`config.mk`:
```
export PLATFORM = sky130hd
export DESIGN_NAME = psb_ctrl
export DESIGN_NICKNAME = d
export VERILOG_FILES = /design/src/hdl/psb_pkg.sv /design/src/hdl/psb_ctrl.sv
export SDC_FILE = /design/constraint.sdc
export NUM_CORES = 1
export LEC_CHECK = 0
export ABC_AREA = 1
export BUFFER_PORTS_ARGS = -buffer_cell sky130_fd_sc_hd__buf_2
export CAP_MARGIN = 20
export CORE_UTILIZATION = 38
export CTS_CLUSTER_DIAMETER = 50
export DETAILED_ROUTE_END_ITERATION = 10
export MAX_ROUTING_LAYER = met4
export PLACE_DENSITY_LB_ADDON = 0.1
export SLEW_MARGIN = 30
export SYNTH_ARGS = -nofsm -noshare
export SYNTH_HDL_FRONTEND = slang
export SYNTH_SLANG_ARGS = --single-unit
```
`constraint.sdc`:
```
create_clock -name clock -period 3.1 [get_ports clock]
set_input_delay 0.155 -clock clock [delete_from_list [all_inputs] [get_ports clock]]
set_output_delay 0.155 -clock clock [all_outputs]
set_load 0.02 [all_outputs]
```
`src/hdl/psb_pkg.sv`:
```
// Shared types, constants and codes for the particle step with triangle bounce.
package psb_pkg;

   localparam int COMP_BITS  = 20;
   localparam int LIFE_BITS  = 20;
   localparam int VEC_BITS   = 3 * COMP_BITS;
   localparam int HIT_BITS   = 7;
   localparam int CSR_IDX_BITS  = 2;
   localparam int CSR_DATA_BITS = 20;

   localparam int SQRT_STEPS = 31;
   localparam int DIV_STEPS  = 13;
   localparam int CNT_BITS   = 5;

   localparam logic [CSR_IDX_BITS-1:0] CSR_TIME_STEP        = 2'd0;
   localparam logic [CSR_IDX_BITS-1:0] CSR_GRAVITY_Y        = 2'd1;
   localparam logic [CSR_IDX_BITS-1:0] CSR_BOUNCE_DAMPING   = 2'd2;
   localparam logic [CSR_IDX_BITS-1:0] CSR_PARALLEL_EPSILON = 2'd3;

   localparam logic [15:0]        TIME_STEP_RST   = 16'd1092;
   localparam logic signed [19:0] GRAVITY_Y_RST   = -20'sd16384;
   localparam logic [15:0]        DAMPING_RST     = 16'd45875;
   localparam logic [11:0]        EPSILON_RST     = 12'd1;

   typedef struct packed {
      logic                        req_type;
      logic [VEC_BITS-1:0]         corner_a;
      logic [VEC_BITS-1:0]         corner_b;
      logic [VEC_BITS-1:0]         corner_c;
      logic [VEC_BITS-1:0]         position;
      logic [VEC_BITS-1:0]         velocity;
      logic signed [LIFE_BITS-1:0] lifetime;
   } req_item_type;

   typedef struct packed {
      logic [VEC_BITS-1:0]         new_position;
      logic [VEC_BITS-1:0]         new_velocity;
      logic signed [LIFE_BITS-1:0] new_lifetime;
      logic [HIT_BITS-1:0]         hit_count;
      logic                        status;
   } rsp_item_type;

   typedef struct packed {
      logic [15:0]        time_step;
      logic signed [19:0] gravity_y;
      logic [15:0]        bounce_damping;
      logic [11:0]        parallel_epsilon;
   } cfg_type;

   typedef enum logic [4:0] {
      OP_NOP, OP_APPEND, OP_MOVE, OP_GRAV, OP_DD, OP_SQ_LOAD, OP_SQ_STEP, OP_LEN,
      OP_TRI_FIRST, OP_RD, OP_EDGE, OP_CRP, OP_CRQ, OP_DET, OP_UU, OP_VV, OP_TT,
      OP_TEST, OP_CRC, OP_NORM, OP_SS, OP_LL, OP_DIV_LOAD, OP_DIV_STEP, OP_DIV_END,
      OP_KK, OP_REFL, OP_NEXT, OP_FINISH
   } dp_op_type;

   typedef struct packed {
      dp_op_type  op;
      logic [1:0] idx;
      logic       ph;
   } cmd_type;

   typedef struct packed {
      logic is_step;
      logic acc_zero;
      logic hit;
      logic norm_big;
      logic tri_more;
   } stat_type;

endpackage

```
`src/hdl/psb_ctrl.sv`:
```
// Sequencer for the particle step: walks the datapath through each operation.
module psb_ctrl (
   input  logic              clock,
   input  logic              reset,
   input  logic              start,
   input  psb_pkg::stat_type stat,
   output psb_pkg::cmd_type  cmd,
   output logic              busy
);
   import psb_pkg::*;

   typedef enum logic [4:0] {
      S_IDLE, S_DISP, S_APPEND, S_MOVE, S_GRAV, S_DD, S_SQL, S_SQS, S_LEN, S_TRI0,
      S_RD, S_EDGE, S_CRP, S_CRQ, S_DET, S_UU, S_VV, S_TT, S_TEST, S_CRC, S_NORM,
      S_SS, S_NSQL, S_NSQS, S_LL, S_DVL, S_DVS, S_DVE, S_KK, S_REFL, S_NEXT, S_FIN
   } state_type;

   state_type             state_ff, state_in;
   logic [1:0]            idx_ff, idx_in, idx_step;
   logic                  ph_ff, ph_in, idx_wrap;
   logic [CNT_BITS-1:0]   cnt_ff, cnt_in;
   cmd_type               cmd_ff;
   logic                  busy_ff;

   function automatic dp_op_type op_of(input state_type s);
      case (s)
         S_APPEND: return OP_APPEND;
         S_MOVE:   return OP_MOVE;
         S_GRAV:   return OP_GRAV;
         S_DD:     return OP_DD;
         S_SQL:    return OP_SQ_LOAD;
         S_SQS:    return OP_SQ_STEP;
         S_LEN:    return OP_LEN;
         S_TRI0:   return OP_TRI_FIRST;
         S_RD:     return OP_RD;
         S_EDGE:   return OP_EDGE;
         S_CRP:    return OP_CRP;
         S_CRQ:    return OP_CRQ;
         S_DET:    return OP_DET;
         S_UU:     return OP_UU;
         S_VV:     return OP_VV;
         S_TT:     return OP_TT;
         S_TEST:   return OP_TEST;
         S_CRC:    return OP_CRC;
         S_NORM:   return OP_NORM;
         S_SS:     return OP_SS;
         S_NSQL:   return OP_SQ_LOAD;
         S_NSQS:   return OP_SQ_STEP;
         S_LL:     return OP_LL;
         S_DVL:    return OP_DIV_LOAD;
         S_DVS:    return OP_DIV_STEP;
         S_DVE:    return OP_DIV_END;
         S_KK:     return OP_KK;
         S_REFL:   return OP_REFL;
         S_NEXT:   return OP_NEXT;
         S_FIN:    return OP_FINISH;
         default:  return OP_NOP;
      endcase
   endfunction

   assign idx_step = idx_ff + 2'd1;
   assign idx_wrap = (idx_ff == 2'd2);

   always_comb begin
      state_in = state_ff;
      idx_in   = idx_ff;
      ph_in    = ph_ff;
      cnt_in   = cnt_ff;
      case (state_ff)
         S_IDLE:   if (start) state_in = S_DISP;
         S_DISP:   state_in = stat.is_step ? S_MOVE : S_APPEND;
         S_APPEND: state_in = S_IDLE;
         S_MOVE: begin
            idx_in = idx_wrap ? 2'd0 : idx_step;
            if (idx_wrap) state_in = S_GRAV;
         end
         S_GRAV:   state_in = S_DD;
         S_DD: begin
            idx_in = idx_wrap ? 2'd0 : idx_step;
            if (idx_wrap) state_in = S_SQL;
         end
         S_SQL: begin
            cnt_in   = '0;
            state_in = stat.acc_zero ? S_FIN : S_SQS;
         end
         S_SQS: begin
            cnt_in = cnt_ff + 1'b1;
            if (cnt_ff == CNT_BITS'(SQRT_STEPS - 1)) state_in = S_LEN;
         end
         S_LEN:    state_in = S_TRI0;
         S_TRI0:   state_in = S_RD;
         S_RD:     state_in = stat.tri_more ? S_EDGE : S_FIN;
         S_EDGE:   state_in = S_CRP;
         S_CRP: begin
            ph_in = ~ph_ff;
            if (ph_ff) begin
               idx_in = idx_wrap ? 2'd0 : idx_step;
               if (idx_wrap) state_in = S_CRQ;
            end
         end
         S_CRQ: begin
            ph_in = ~ph_ff;
            if (ph_ff) begin
               idx_in = idx_wrap ? 2'd0 : idx_step;
               if (idx_wrap) state_in = S_DET;
            end
         end
         S_DET: begin
            idx_in = idx_wrap ? 2'd0 : idx_step;
            if (idx_wrap) state_in = S_UU;
         end
         S_UU: begin
            idx_in = idx_wrap ? 2'd0 : idx_step;
            if (idx_wrap) state_in = S_VV;
         end
         S_VV: begin
            idx_in = idx_wrap ? 2'd0 : idx_step;
            if (idx_wrap) state_in = S_TT;
         end
         S_TT: begin
            idx_in = idx_wrap ? 2'd0 : idx_step;
            if (idx_wrap) state_in = S_TEST;
         end
         S_TEST:   state_in = stat.hit ? S_CRC : S_NEXT;
         S_CRC: begin
            ph_in = ~ph_ff;
            if (ph_ff) begin
               idx_in = idx_wrap ? 2'd0 : idx_step;
               if (idx_wrap) state_in = S_NORM;
            end
         end
         S_NORM:   if (!stat.norm_big) state_in = S_SS;
         S_SS: begin
            idx_in = idx_wrap ? 2'd0 : idx_step;
            if (idx_wrap) state_in = S_NSQL;
         end
         S_NSQL: begin
            cnt_in   = '0;
            state_in = S_NSQS;
         end
         S_NSQS: begin
            cnt_in = cnt_ff + 1'b1;
            if (cnt_ff == CNT_BITS'(SQRT_STEPS - 1)) state_in = S_LL;
         end
         S_LL:     state_in = S_DVL;
         S_DVL: begin
            cnt_in   = '0;
            state_in = S_DVS;
         end
         S_DVS: begin
            cnt_in = cnt_ff + 1'b1;
            if (cnt_ff == CNT_BITS'(DIV_STEPS - 1)) state_in = S_DVE;
         end
         S_DVE: begin
            idx_in   = idx_wrap ? 2'd0 : idx_step;
            state_in = idx_wrap ? S_KK : S_DVL;
         end
         S_KK: begin
            idx_in = idx_wrap ? 2'd0 : idx_step;
            if (idx_wrap) state_in = S_REFL;
         end
         S_REFL: begin
            ph_in = ~ph_ff;
            if (ph_ff) begin
               idx_in = idx_wrap ? 2'd0 : idx_step;
               if (idx_wrap) state_in = S_NEXT;
            end
         end
         S_NEXT:   state_in = S_RD;
         S_FIN:    state_in = S_IDLE;
         default:  state_in = S_IDLE;
      endcase
   end

   always_ff @(posedge clock) begin
      if (reset) begin
         state_ff <= S_IDLE;
         idx_ff   <= '0;
         ph_ff    <= 1'b0;
         cnt_ff   <= '0;
         cmd_ff   <= '{op: OP_NOP, idx: 2'd0, ph: 1'b0};
         busy_ff  <= 1'b0;
      end else begin
         state_ff <= state_in;
         idx_ff   <= idx_in;
         ph_ff    <= ph_in;
         cnt_ff   <= cnt_in;
         cmd_ff   <= '{op: op_of(state_in), idx: idx_in, ph: ph_in};
         busy_ff  <= (state_in != S_IDLE);
      end
   end

   assign cmd  = cmd_ff;
   assign busy = busy_ff;

endmodule

```
==> results.json <==
{
  "run_status": "finished, final reports clean",
  "ys_types": 35,
  "hold_violations": 0,
  "fp.dieH_um": 70.5,
  "hold_buffers": 0,
  "place.gp.congestion": 0.966,
  "hold_path_depth": 2,
  "ys_seq_area_share_pct": 21.3,
  "fin_ws_ns": 0.398,
  "synth_edf_count": 0,
  "r2r_slack_ns": 0.40,
  "worstPathMaxFanout": 7,
  "synth_nets": 334,
  "mostFrequentLayoutCell": "nand2_1",
  "synth_area_per_cell_um2": 5.62,
  "critical_path.startpoint_type": "flip-flop",
  "max_freq_ghz": 0.370,
  "grt_overflow": 0,
  "numPortBuffers": 16,
  "synthCells": 317,
  "path_clk_slew_ns": 0.07,
  "synth_seq_cells": 19,
  "die-area_um2": 4970,
  "wl_per_cell_um": 13.3,
  "whs_ns": 0.258,
  "vias_per_cell": 5.18,
  "wl_met3_um": 372,
  "hold_path.class": "input port to flip-flop",
  "path_class": "flip-flop to flip-flop",
  "root_buffer": "clkbuf_8",
  "htree_levels": 1,
  "utilization_pct": 43.9,
  "setup_viol": 0,
  "die_w_um": 70.5,
  "skew_ns": 0.00352,
  "cap_violations": 0,
  "cts_tree": "yes",
  "end_kind": "flip-flop",
  "ios": 17,
  "wl_met1_mm": 2.34,
  "drive_above_1_share_pct": 12.0,
  "grt_max_degree": 19,
  "grt_pass1_vias": 1857,
  "cts.path.max_buffers": 2,
  "synthFlopType": "dfxtp_1",
  "nets": 350,
  "r2r_end": "cmd[5]$_SDFF_PP0_",
  "grt_pass1_wl_mm": 8.75,
  "start_util_pct": 40.1,
  "routed_wl_mm": 5.09,
  "tns_ns": 0,
  "synth_compound_area_share_pct": 11.7,
  "rows": 24,
  "min_period_ns": 2.70,
  "rsz0062_at_grt": "no",
  "synthAdderAreaFrac_pct": 6.32,
  "synth_xor_area_share_pct": 0.983,
  "yosys_warnings": 0,
  "drt-initial-drc-count": 137,
  "cts_sinks": 19,
  "fin_crit_sh_pct": 87.1,
  "num_antenna_cells": 0,
  "antenna_found_initial": 0,
  "synth_mux_area_share_pct": 0,
  "reg2reg_depth": 12,
  "drv_slew": 0,
  "final_cell_mix": "90 x nand2_1, 63 x nor2_1, 35 x inv_1",
  "crit_arrival_ns": 2.88,
  "numCtsBuffers": 3,
  "wl_met2_mm": 2.30,
  "drc": 0,
  "synth_simple_gate_area_share_pct": 49.2,
  "r2r-start": "state_ff[3]$_SDFF_PP0_",
  "areaGrowthSynthToFinish_pct": 9.41,
  "p_per_area_nw_per_um2": 325,
  "insertion_delay_ns": 0.25,
  "hpwl_mm": 4.17,
  "core_area_um2": 4440,
  "syn_area_um2": 1780,
  "grt_use_total_pct": 22.9,
  "ir_worst_vdd_uv": 280,
  "async_flop_share_pct": 0,
  "worstHoldEndpoint": "state_ff[0]$_SDFF_PP0_",
  "max_slew_margin_pct": 68.5,
  "required_ns": 3.28,
  "finalPower_mw": 0.633,
  "num_vias": 1989,
  "drtPass1Iterations": 4,
  "p_leak_nw": 1.06,
  "tightestPinTransition_ns": 0.472,
  "synth_top_family_by_area": "simple AND/OR/NAND/NOR gates",
  "hp-start": "reset",
  "dp_slack_ns": 0.344,
  "ant_nets": 0,
  "top_layer": "met4"
}
-- metrics by stage --
| stage | area [um2] | cells |
|---|---|---|
| finish | 1950 | 384 |
| global placement | 1900 | 380 |
| CTS | 1950 | 384 |
| global route | 1950 | 384 |
| detailed placement | 1900 | 380 |
| floorplan | 1780 | 317 |
-- state kept, by name (all words and copies together), names as in the netlist --
| register | flops |
|---|---|
| cmd | 8 |
| cnt_ff | 5 |
| state_ff | 5 |
| busy | 1 |
-- how the worst max path moves through the flow --
stage,from,cells past startpoint,endpoint
detailed placement,state_ff[0]$_SDFF_PP0_,13,cmd[5]$_SDFF_PP0_
floorplan,state_ff[1]$_SDFF_PP0_,13,cmd[5]$_SDFF_PP0_
global route,state_ff[3]$_SDFF_PP0_,12,cmd[5]$_SDFF_PP0_
global placement,state_ff[0]$_SDFF_PP0_,13,cmd[5]$_SDFF_PP0_
finish,state_ff[3]$_SDFF_PP0_,12,cmd[5]$_SDFF_PP0_
CTS,state_ff[0]$_SDFF_PP0_,13,cmd[5]$_SDFF_PP0_
-- power breakdown --
group          leakage [nW]  internal, mW  switching [mW]
clock                0.0228        0.0912          0.0792
combinational         0.879        0.0587           0.128
sequential            0.155         0.257          0.0187
-- synth_stat cells (all sizes together), types with 2 or more instances --
master  number  share of area, %
clkbuf       2              0.42
o211ai       3               1.3
dfxtp       19                21
buf          4               1.4
nor3         5               1.7
o221a        2               1.3
a21oi       12               3.4
nor2        71                16
inv         40               8.4
nand4        6               2.1
nand2       92                20
ha           9               6.3
nand3       28               8.1
o21ai       11               3.1
or2          2              0.70
-- worst max-delay path, cell delays in order, from the launching register on --
cell and delay, ns:
dfxtp_1 0.38, nor2_1 0.41, nand3_1 0.29, or2_0 0.27
nand4_1 0.08, nor2_1 0.06, nand2_1 0.15, inv_1 0.08
ha_1 0.25, ha_1 0.30, a21oi_1 0.13, o21ai_0 0.09
a21oi_1 0.14
-- cell families (layout without fill, tap and decap cells) --
| logic type | after synthesis | after routing |
|---|---|---|
| buf+inv | 47 | 62 |
| flops | 19 | 19 |
| xor+xnor | 2 | 2 |
| compound gates | 34 | 34 |
| simple gates | 206 | 206 |
| fa+ha+maj | 9 | 9 |
-- what timing repair did --
action | CTS | global route
resized for setup | 0 | 2
buffers inserted | 0 | 0
setup endpoints to repair | 0 | 1
-- per-layer routing --
| layer | global-route usage, % | up-vias |
|---|---|---|
| met3 | 4.04 | 8 |
| met2 | 36.0 | 76 |
| met1 | 30.9 | 865 |
| met4 | 4.54 | 0 |
| met5 | - | - |
| li1 | - | 1040 |
-- final cells by class --
class | count | area (um2)
Clock buffer | 4 | 45.0
Fill cell | 505 | 2490
Inverter | 41 | 154
Multi-Input combinational cell | 251 | 1210
Sequential cell | 19 | 383
Tap cell | 52 | 65.1
Timing Repair Buffer | 17 | 87.6
Note: power is estimated with default switching activity, not from simulation.
